File: src/sv/gfd_pkg.sv
// ----------------------------------------------------------------------------
// gfd_pkg
// Shared constants and types for the gain frame deframer with angle reply.
// ----------------------------------------------------------------------------
package gfd_pkg;

  localparam int RX_WINDOW   = 20;
  localparam int FRAME_BYTES = 9;
  localparam int FIFO_DEPTH  = 2;

  localparam int CntW    = $clog2(RX_WINDOW + 1);
  localparam int IdxW    = $clog2(FRAME_BYTES);
  localparam int FPtrW   = (FIFO_DEPTH > 1) ? $clog2(FIFO_DEPTH) : 1;
  localparam int FCntW   = $clog2(FIFO_DEPTH + 1);

  localparam logic [7:0] HDR_BYTE = 8'hA5;
  localparam logic [7:0] TRL_BYTE = 8'h5A;

  localparam logic ACT_BYTE = 1'b0;
  localparam logic ACT_IDLE = 1'b1;

  localparam logic KIND_GAIN  = 1'b0;
  localparam logic KIND_REPLY = 1'b1;

  // One nine-byte burst, classified and ready for the back end.
  typedef struct packed {
    logic        gain_ok;
    logic [15:0] kp;
    logic [15:0] kd;
    logic [15:0] sp;
    logic [15:0] ang;
  } job_t;

endpackage

File: src/sv/gfd_in_if.sv
// ----------------------------------------------------------------------------
// gfd_in_if
// Input channel: received byte or line-idle event, with the current angle.
// ----------------------------------------------------------------------------
interface gfd_in_if;
  logic        valid;
  logic        ready;
  logic        action;
  logic [7:0]  rx_byte;
  logic signed [15:0] angle_tenths;

  modport source (output valid, action, rx_byte, angle_tenths, input ready);
  modport sink   (input valid, action, rx_byte, angle_tenths, output ready);
endinterface

File: src/sv/gfd_out_if.sv
// ----------------------------------------------------------------------------
// gfd_out_if
// Output channel: one gain set or one reply byte per word.
// ----------------------------------------------------------------------------
interface gfd_out_if;
  logic               valid;
  logic               ready;
  logic               result_kind;
  logic signed [16:0] angle_kp;
  logic signed [16:0] angle_kd_hundredths;
  logic signed [16:0] speed_kp;
  logic [7:0]         tx_byte;
  logic               last_of_run;

  modport source (output valid, result_kind, angle_kp, angle_kd_hundredths, speed_kp,
                  tx_byte, last_of_run, input ready);
  modport sink   (input valid, result_kind, angle_kp, angle_kd_hundredths, speed_kp,
                  tx_byte, last_of_run, output ready);
endinterface

File: src/sv/gain_frame_deframer_with_angle_reply.sv
// ----------------------------------------------------------------------------
// gain_frame_deframer_with_angle_reply
// Serial gain-frame deframer: collects a burst, checks a nine-byte frame and
// answers every nine-byte burst with a five-byte angle reply.
//
//   channel  dir  word contents
//   in_i     in   action, rx_byte, angle_tenths
//   out_o    out  result_kind, angle_kp, angle_kd_hundredths, speed_kp,
//                 tx_byte, last_of_run
//
// Input words are taken while the job queue is not full; a byte or a short
// burst makes no output. A nine-byte burst turns into a job of 5 or 6 output
// words, sent one per cycle by the back end while the output is ready.
// A two-job queue lets the front keep taking words while the back end drains;
// input ready drops only while that queue is full.
// Reset clears the burst count, checksum, queue and output valid at once.
// ----------------------------------------------------------------------------
module gain_frame_deframer_with_angle_reply (
  input  logic      clk_i,
  input  logic      rst_ni,
  gfd_in_if.sink    in_i,
  gfd_out_if.source out_o
);
  import gfd_pkg::*;

  logic q_full;
  logic q_push;
  logic q_pop;
  logic q_valid;
  job_t q_job_in;
  job_t q_job_out;

  gfd_front u_front (
    .clk_i    (clk_i),
    .rst_ni   (rst_ni),
    .in_i     (in_i),
    .q_full_i (q_full),
    .q_push_o (q_push),
    .q_job_o  (q_job_in)
  );

  gfd_fifo u_fifo (
    .clk_i   (clk_i),
    .rst_ni  (rst_ni),
    .push_i  (q_push),
    .job_i   (q_job_in),
    .full_o  (q_full),
    .pop_i   (q_pop),
    .valid_o (q_valid),
    .job_o   (q_job_out)
  );

  gfd_back u_back (
    .clk_i     (clk_i),
    .rst_ni    (rst_ni),
    .q_valid_i (q_valid),
    .q_job_i   (q_job_out),
    .q_pop_o   (q_pop),
    .out_o     (out_o)
  );

endmodule

File: src/sv/gfd_front.sv
// ----------------------------------------------------------------------------
// gfd_front
// Collects the burst, keeps a running checksum and, on a line-idle event
// ending a nine-byte burst, pushes one classified job into the queue.
// ----------------------------------------------------------------------------
module gfd_front (
  input  logic          clk_i,
  input  logic          rst_ni,
  gfd_in_if.sink        in_i,
  input  logic          q_full_i,
  output logic          q_push_o,
  output gfd_pkg::job_t q_job_o
);
  import gfd_pkg::*;

  logic [CntW-1:0] cnt_q, cnt_d;
  logic [7:0]      sum_q, sum_d;
  logic [7:0]      bytes_q [FRAME_BYTES];
  logic            accept;
  logic            store;

  assign in_i.ready = !q_full_i;
  assign accept     = in_i.valid && in_i.ready;
  assign store      = accept && (in_i.action == ACT_BYTE) && (cnt_q < CntW'(FRAME_BYTES));

  always_comb begin
    cnt_d = cnt_q;
    sum_d = sum_q;
    if (accept) begin
      if (in_i.action == ACT_IDLE) begin
        cnt_d = '0;
        sum_d = '0;
      end else if (cnt_q < CntW'(RX_WINDOW)) begin
        cnt_d = cnt_q + CntW'(1);
        // bytes 1..6 form the checksum
        if (cnt_q >= CntW'(1) && cnt_q <= CntW'(6)) begin
          sum_d = sum_q + in_i.rx_byte;
        end
      end
    end
  end

  always_ff @(posedge clk_i or negedge rst_ni) begin
    if (!rst_ni) begin
      cnt_q <= '0;
      sum_q <= '0;
    end else begin
      cnt_q <= cnt_d;
      sum_q <= sum_d;
    end
  end

  always_ff @(posedge clk_i) begin
    if (store) begin
      bytes_q[cnt_q[IdxW-1:0]] <= in_i.rx_byte;
    end
  end

  assign q_push_o = accept && (in_i.action == ACT_IDLE) && (cnt_q == CntW'(FRAME_BYTES));

  always_comb begin
    q_job_o.gain_ok = (bytes_q[0] == HDR_BYTE) && (bytes_q[8] == TRL_BYTE) &&
                      (bytes_q[7] == sum_q);
    q_job_o.kp      = {bytes_q[2], bytes_q[1]};
    q_job_o.kd      = {bytes_q[4], bytes_q[3]};
    q_job_o.sp      = {bytes_q[6], bytes_q[5]};
    q_job_o.ang     = in_i.angle_tenths;
  end

  a_cnt_window: assert property (@(posedge clk_i) disable iff (!rst_ni)
    cnt_q <= CntW'(RX_WINDOW))
    else $error("burst count beyond receive window");

endmodule

File: src/sv/gfd_fifo.sv
// ----------------------------------------------------------------------------
// gfd_fifo
// Short job queue between the front and back ends.
// ----------------------------------------------------------------------------
module gfd_fifo (
  input  logic          clk_i,
  input  logic          rst_ni,
  input  logic          push_i,
  input  gfd_pkg::job_t job_i,
  output logic          full_o,
  input  logic          pop_i,
  output logic          valid_o,
  output gfd_pkg::job_t job_o
);
  import gfd_pkg::*;

  job_t             mem_q [FIFO_DEPTH];
  logic [FPtrW-1:0] wr_q, rd_q;
  logic [FCntW-1:0] cnt_q;

  function automatic logic [FPtrW-1:0] wrap_inc(input logic [FPtrW-1:0] p);
    if (p == FPtrW'(FIFO_DEPTH - 1)) begin
      return '0;
    end
    return p + FPtrW'(1);
  endfunction

  assign full_o  = (cnt_q == FCntW'(FIFO_DEPTH));
  assign valid_o = (cnt_q != '0);
  assign job_o   = mem_q[rd_q];

  always_ff @(posedge clk_i or negedge rst_ni) begin
    if (!rst_ni) begin
      wr_q  <= '0;
      rd_q  <= '0;
      cnt_q <= '0;
    end else begin
      if (push_i) wr_q <= wrap_inc(wr_q);
      if (pop_i)  rd_q <= wrap_inc(rd_q);
      if (push_i && !pop_i) begin
        cnt_q <= cnt_q + FCntW'(1);
      end else if (pop_i && !push_i) begin
        cnt_q <= cnt_q - FCntW'(1);
      end
    end
  end

  always_ff @(posedge clk_i) begin
    if (push_i) begin
      mem_q[wr_q] <= job_i;
    end
  end

  a_no_overflow: assert property (@(posedge clk_i) disable iff (!rst_ni)
    push_i |-> !full_o)
    else $error("push into full job queue");

  a_no_underflow: assert property (@(posedge clk_i) disable iff (!rst_ni)
    pop_i |-> valid_o)
    else $error("pop from empty job queue");

endmodule

File: src/sv/gfd_back.sv
// ----------------------------------------------------------------------------
// gfd_back
// Takes one job at a time and walks it out as an optional gain set followed
// by the five reply bytes, through a registered output stage.
// ----------------------------------------------------------------------------
module gfd_back (
  input  logic          clk_i,
  input  logic          rst_ni,
  input  logic          q_valid_i,
  input  gfd_pkg::job_t q_job_i,
  output logic          q_pop_o,
  gfd_out_if.source     out_o
);
  import gfd_pkg::*;

  typedef enum logic [2:0] {
    STEP_GAIN = 3'd0,
    STEP_HDR  = 3'd1,
    STEP_LO   = 3'd2,
    STEP_HI   = 3'd3,
    STEP_SUM  = 3'd4,
    STEP_TRL  = 3'd5
  } step_e;

  step_e              step_q, step_d;
  logic               busy_q;
  job_t               job_q;
  logic               out_valid_q;
  logic               kind_q;
  logic signed [16:0] kp_q, kd_q, sp_q;
  logic [7:0]         tx_q;
  logic               last_q;

  logic               out_free;
  logic               issue;
  logic               done;
  logic               load;
  logic [7:0]         tx_d;

  assign out_free = !out_valid_q || out_o.ready;
  assign issue    = busy_q && out_free;
  assign done     = issue && (step_q == STEP_TRL);
  assign load     = q_valid_i && (!busy_q || done);
  assign q_pop_o  = load;

  always_comb begin
    step_d = step_q;
    tx_d   = 8'h00;
    case (step_q)
      STEP_GAIN: step_d = STEP_HDR;
      STEP_HDR: begin
        step_d = STEP_LO;
        tx_d   = HDR_BYTE;
      end
      STEP_LO: begin
        step_d = STEP_HI;
        tx_d   = job_q.ang[7:0];
      end
      STEP_HI: begin
        step_d = STEP_SUM;
        tx_d   = job_q.ang[15:8];
      end
      STEP_SUM: begin
        step_d = STEP_TRL;
        tx_d   = job_q.ang[7:0] + job_q.ang[15:8];
      end
      STEP_TRL: begin
        step_d = STEP_TRL;
        tx_d   = TRL_BYTE;
      end
      default: begin
        step_d = STEP_TRL;
        tx_d   = 8'h00;
      end
    endcase
  end

  always_ff @(posedge clk_i or negedge rst_ni) begin
    if (!rst_ni) begin
      busy_q      <= 1'b0;
      step_q      <= STEP_HDR;
      out_valid_q <= 1'b0;
    end else begin
      if (load) begin
        busy_q <= 1'b1;
        step_q <= q_job_i.gain_ok ? STEP_GAIN : STEP_HDR;
      end else if (done) begin
        busy_q <= 1'b0;
      end else if (issue) begin
        step_q <= step_d;
      end
      if (issue) begin
        out_valid_q <= 1'b1;
      end else if (out_o.ready) begin
        out_valid_q <= 1'b0;
      end
    end
  end

  always_ff @(posedge clk_i) begin
    if (load) begin
      job_q <= q_job_i;
    end
    if (issue) begin
      if (step_q == STEP_GAIN) begin
        kind_q <= KIND_GAIN;
        kp_q   <= 17'sd0 - $signed({1'b0, job_q.kp});
        kd_q   <= 17'sd0 - $signed({1'b0, job_q.kd});
        sp_q   <= 17'sd0 - $signed({1'b0, job_q.sp});
      end else begin
        kind_q <= KIND_REPLY;
        kp_q   <= '0;
        kd_q   <= '0;
        sp_q   <= '0;
      end
      tx_q   <= tx_d;
      last_q <= (step_q == STEP_TRL);
    end
  end

  assign out_o.valid               = out_valid_q;
  assign out_o.result_kind         = kind_q;
  assign out_o.angle_kp            = kp_q;
  assign out_o.angle_kd_hundredths = kd_q;
  assign out_o.speed_kp            = sp_q;
  assign out_o.tx_byte             = tx_q;
  assign out_o.last_of_run         = last_q;

  a_gain_fields: assert property (@(posedge clk_i) disable iff (!rst_ni)
    (out_valid_q && kind_q == KIND_GAIN) |-> (tx_q == 8'h00 && !last_q))
    else $error("gain word carries reply fields");

endmodule

File: src/flat_wrapper.sv
// flat-port wrapper written by rule: the top's interface ports become plain ports
module gain_frame_deframer_with_angle_reply_flat import gfd_pkg::*;
  (clk_i, rst_ni, in_i_valid, in_i_action, in_i_rx_byte, in_i_angle_tenths, in_i_ready, out_o_valid, out_o_result_kind, out_o_angle_kp, out_o_angle_kd_hundredths, out_o_speed_kp, out_o_tx_byte, out_o_last_of_run, out_o_ready);
  gfd_in_if in_i_i ();
  gfd_out_if out_o_i ();
  input  logic clk_i;
  input  logic rst_ni;
  input wire logic [$bits(in_i_i.valid)-1:0] in_i_valid;
  input wire logic [$bits(in_i_i.action)-1:0] in_i_action;
  input wire logic [$bits(in_i_i.rx_byte)-1:0] in_i_rx_byte;
  input wire logic [$bits(in_i_i.angle_tenths)-1:0] in_i_angle_tenths;
  output wire logic [$bits(in_i_i.ready)-1:0] in_i_ready;
  output wire logic [$bits(out_o_i.valid)-1:0] out_o_valid;
  output wire logic [$bits(out_o_i.result_kind)-1:0] out_o_result_kind;
  output wire logic [$bits(out_o_i.angle_kp)-1:0] out_o_angle_kp;
  output wire logic [$bits(out_o_i.angle_kd_hundredths)-1:0] out_o_angle_kd_hundredths;
  output wire logic [$bits(out_o_i.speed_kp)-1:0] out_o_speed_kp;
  output wire logic [$bits(out_o_i.tx_byte)-1:0] out_o_tx_byte;
  output wire logic [$bits(out_o_i.last_of_run)-1:0] out_o_last_of_run;
  input wire logic [$bits(out_o_i.ready)-1:0] out_o_ready;
  assign in_i_i.valid = in_i_valid;
  assign in_i_i.action = in_i_action;
  assign in_i_i.rx_byte = in_i_rx_byte;
  assign in_i_i.angle_tenths = in_i_angle_tenths;
  assign in_i_ready = in_i_i.ready;
  assign out_o_valid = out_o_i.valid;
  assign out_o_result_kind = out_o_i.result_kind;
  assign out_o_angle_kp = out_o_i.angle_kp;
  assign out_o_angle_kd_hundredths = out_o_i.angle_kd_hundredths;
  assign out_o_speed_kp = out_o_i.speed_kp;
  assign out_o_tx_byte = out_o_i.tx_byte;
  assign out_o_last_of_run = out_o_i.last_of_run;
  assign out_o_i.ready = out_o_ready;
  gain_frame_deframer_with_angle_reply u_core (.clk_i(clk_i), .rst_ni(rst_ni), .in_i(in_i_i), .out_o(out_o_i));
endmodule
File: config.mk
export PLATFORM = sky130hd
export DESIGN_NAME = gain_frame_deframer_with_angle_reply_flat
export DESIGN_NICKNAME = d
export VERILOG_FILES = /design/src/sv/gfd_pkg.sv /design/src/sv/gfd_in_if.sv /design/src/sv/gfd_out_if.sv /design/src/sv/gain_frame_deframer_with_angle_reply.sv /design/src/sv/gfd_front.sv /design/src/sv/gfd_fifo.sv /design/src/sv/gfd_back.sv /design/src/flat_wrapper.sv
export SDC_FILE = /design/constraint.sdc
export NUM_CORES = 1
export LEC_CHECK = 0
export BUFFER_PORTS_ARGS = -buffer_cell sky130_fd_sc_hd__buf_2
export CORE_ASPECT_RATIO = 1.1
export CORE_MARGIN = 2
export CORE_UTILIZATION = 54
export CTS_CLUSTER_DIAMETER = 120
export DETAILED_ROUTE_END_ITERATION = 16
export HOLD_SLACK_MARGIN = 0.15
export PLACE_DENSITY = 0.78
export SETUP_SLACK_MARGIN = 0.15
export SLEW_MARGIN = 10
export SYNTH_ARGS = -nofsm -noshare
export SYNTH_HDL_FRONTEND = slang
export SYNTH_SLANG_ARGS = --single-unit
File: constraint.sdc
create_clock -name clk_i -period 4 [get_ports clk_i]
set_input_delay 0.4 -clock clk_i [delete_from_list [all_inputs] [get_ports clk_i]]
set_output_delay 0.4 -clock clk_i [all_outputs]
set_load 0.05 [all_outputs]
==> summary.md <==
| Metric | Value |
|---|---|
| Pre-CTS WS | between 1 and 1.5 ns |
| Initial core utilization | between 50% and 60% |
| Synth Flop Type | edfxtp_1 |
| H-tree levels | 2 |
| CTS clock-pin slew for the worst setup and hold paths | 0.07 ns |
| Hold endpoint | u_core.u_front.cnt_q[4] |
| Final ANT Viol Nets | 0 |
| Post-synthesis simple-gate area fraction | 7.55% |
| Worst hold path type | input pin to register |
| Net Switching | roughly 3.8 mW |
| Yosys top cell area share | slightly above 70% |
| Clock power frac | between 20% and 30% |
| Int Pwr | 7.94 mW |
| Post-synthesis mux area share | 5.62% |
| RePlAce Congestion | approximately 0.86 |
| Compound-Gate Fraction of Synth Area | between 4 and 5% |
| Worst hold start | in_i_action |
| Leakage | between 5 and 6 nW |
| Max-capacitance violation count | 0 |
| Worst path required time | 4.20 ns |
| Adder-cell share of the synthesized area | under 10% |
| Relative slew slack | between 20% and 30% |
| Die span in x | 156 um |
| Drt drc | 0 |
| YS warnings | 0 |
| Max IR drop VDD | between 0.3 and 0.4 mV |
| Mapped Area | 13700 sq um |
| Final setup vio count | 0 |
| Share of cells above drive strength 1 | about a quarter |
| Power Dens Cells | between 700 and 800 nW/um^2 |
| I/O pin count | 92 |
| Die Height | 171 um |
| Hold path depth | 2 |
| Drt pass-1 iters | 5 |
| Flip-flop and latch count after synthesis | 349 |
| Final period util | roughly 67% |
| Clk_lat worst skew | 0.52 ns |
| Num CTS Buffers | 35 |
| Sw Ratio | 32.3% |
| Fin nets | between 1000 and 1500 |
| CP Data Arrival Time | 2.87 ns |
| Vias in the first global route | about 7300 |
| Critical path startpoint | u_core.u_back.step_q[1] |
| Core region area | between 20000 and 30000 sq um |
| First-pass GRT wire length | around 37 mm |
| Leading post-synthesis cells by cell area | edfxtp_1 (72%), mux2_2 (5.3%), dfrtp_1 (3.8%), ha_1 (2.2%), nor2_1 (2.1%) |
| Largest family of logic cells by synthesized area | simple AND/OR/NAND/NOR gates |
| Yosys top cell by area | edfxtp_1 |
| CTS tree | done |
| Maximum net fanout on the critical path | 38 |
| Length in cells of the worst reg-to-reg path | 7 |
| Global-route usage over all layers | 17.9% |
| CTS sink cnt | around 350 |
| Seq pwr share | 45.5% |
| Seq/Total Area, Yosys | 75.5% |
| Final worst slack | 1.34 ns |
| Post-DP Area | roughly 15000 sq um |
| # rows | 61 |
| Count of cell types in the netlist | 54 |
| Hold Violations, Final | 0 |
| Max Buffers Root-to-Sink | 3 |
| DIE AREA | between 20000 and 30000 sq um |
| Min Clock Period, post-route | 2.66 ns |
| Largest net degree at the start of global routing | 50 |
| Setup crit start kind | register |
| WS Path Type | register to register |
| RSZ-0062 raised after global routing | no |
| Cells resized by post-CTS repair | 0 |
| Tightest Pin Transition | 1.14 ns |
| Xor/xnor share of the synthesized area | 3.57% |
| CP endpoint kind | register |
| Design area | 16000 sq um |
| Setup slack, reg-to-reg | 1.34 ns |
| Max Freq | between 300 and 400 MHz |
| Synthesized instance count | 830 |
| Post-synth EDFFs | 327 |
| Hpwl dp | around 14 mm |
| Starting DRC count in detailed routing | 478 |
| Most frequent cell after synthesis | edfxtp_1 |
| Port bufs | 91 |
| Status | complete, no violations |
| DR WL/cell | 18.0 um |
| Total vias in the final route | 7135 |
| GRT Residual Overflow | 0 |
| Syn-to-layout area delta | 16.6% |
| Async SR Flop Fraction | 6.30% |
| Final Max Tran Viols | 0 |
| Antenna violations before repair | 1 |
| Critical R2R Launch | u_core.u_back.step_q[1] |
| Fin Clk Skew | 0.0229 ns |
| Routed WL | about 24 mm |
| Comb pwr share | 25.4% |
| Top cells by count, synth | edfxtp_1 (327), nor2_1 (75), mux2_2 (65) |
| Vias/cell | approximately 5.5 |
| Post-route setup TNS | 0 ns |
| Mapped Nets | about 900 |
| Crit Reg-Reg Endpoint | u_core.u_back.job_q[2] |
| Clk root buf | clkbuf_16 |
| Avg Inst Size Synth | 16.5 sq um |
kinds of logic (layout without fill, tap and decap cells):
family | after synthesis | in the layout
AO/OA/AOI/OAI | 86 | 86
XOR/XNOR | 56 | 56
adder cells (fa/ha/maj) | 26 | 26
buffers and inverters | 43 | 206
flip-flops | 349 | 349
multiplexers | 69 | 69
other | 0 | 1
AND/OR/NAND/NOR | 201 | 201
per-layer routing:
metal / up-vias / wire length [um] / track usage [%] / share of wire [%]
met5: - / 0 / 0 / 0
met4: 0 / 809 / 7.70 / 3.4
met3: 61 / 913 / 3.05 / 3.9
met2: 156 / 11800 / 30.8 / 50
met1: 3490 / 9950 / 22.7 / 42
li1: 3428 / - / - / -
what timing repair did:
item                                    4_1_cts  5_1_grt
endpoints found under the setup margin        0        0
hold buffers                                 17        0
hold endpoints to repair                     53        0
setup buffers                                 0        0
sequential cells by signal (all words and copies together) (netlist names), 3 cells and up:
name and count:
u_core.u_back.out_o.angle_kp 17, u_core.u_back.out_o.speed_kp 17, u_core.u_front.bytes_q 72, u_core.u_back.step_q 3
u_core.u_back.job_q 64, u_core.u_fifo.mem_q 130, u_core.u_back.out_o.angle_kd_hundredths 17, u_core.u_front.cnt_q 5
u_core.u_back.out_o.tx_byte 8, u_core.u_front.sum_q 8
how the worst max path moves through the flow:
stage / end / cells past startpoint
final: u_core.u_back.job_q[2] / 7
after global routing: u_core.u_fifo.mem_q[1][22] / 6
after CTS: u_core.u_back.job_q[2] / 7
after detailed placement: u_core.u_back.job_q[12] / 7
after floorplan: u_core.u_fifo.mem_q[0][0] / 4
after global placement: u_core.u_back.job_q[13] / 6
power by group through the flow:
stage	sequential [mW]	combinational (mW)	clock [mW]
3_3_place_gp	5.38	2.89	0
4_1_cts	5.34	2.99	3.46
5_1_grt	5.42	3.24	3.58
6_report	5.34	2.97	3.41
3_5_place_dp	5.41	2.95	0
2_1_floorplan	5.91	1.71	0
critical path: stages, from the launching register on:
cell and delay [ns]:
dfrtp_1 0.51, nor2b_1 0.34, and2_1 0.23, nand2_1 0.08
nand2_1 0.08, o21ai_0 0.13, inv_2 0.62, buf_4 0.37
final cells by class:
| cell class | count | area, sq um |
|---|---|---|
| clock inverter | 22 | 282 |
| sequential | 349 | 10400 |
| fill | 1693 | 9100 |
| inverter | 21 | 78.8 |
| multi-input combinational | 438 | 3200 |
| clock buffer | 42 | 933 |
| tap | 315 | 394 |
| timing repair buffer | 121 | 748 |
| antenna | 1 | 2.50 |
placed cells by master, fill, tap and decap left out, drive strengths merged, types with 9 or more instances in the layout:
cell type and n:
ha 24, nand2 33, mux2 65, dlygate4sd3 17
edfxtp 327, buf 104, nor2 75, o21ai 26
clkbuf 42, nor4 10, inv 22, a21oi 16
or4 9, xnor2 30, nor3 20, clkinv 15
xor2 26, dfrtp 21
metrics by stage:
step	power, mW	util (%)	hold slack, ns	std cells
after global routing	12.2	63.8	0.230	1309
after floorplan	7.62	-	0.104	830
after global placement	8.27	58.2	0.416	1227
final	11.7	63.8	0.216	1309
after detailed placement	8.36	58.2	0.421	1227
after CTS	11.8	63.8	0.208	1308
(Power assumes the default switching activity.)
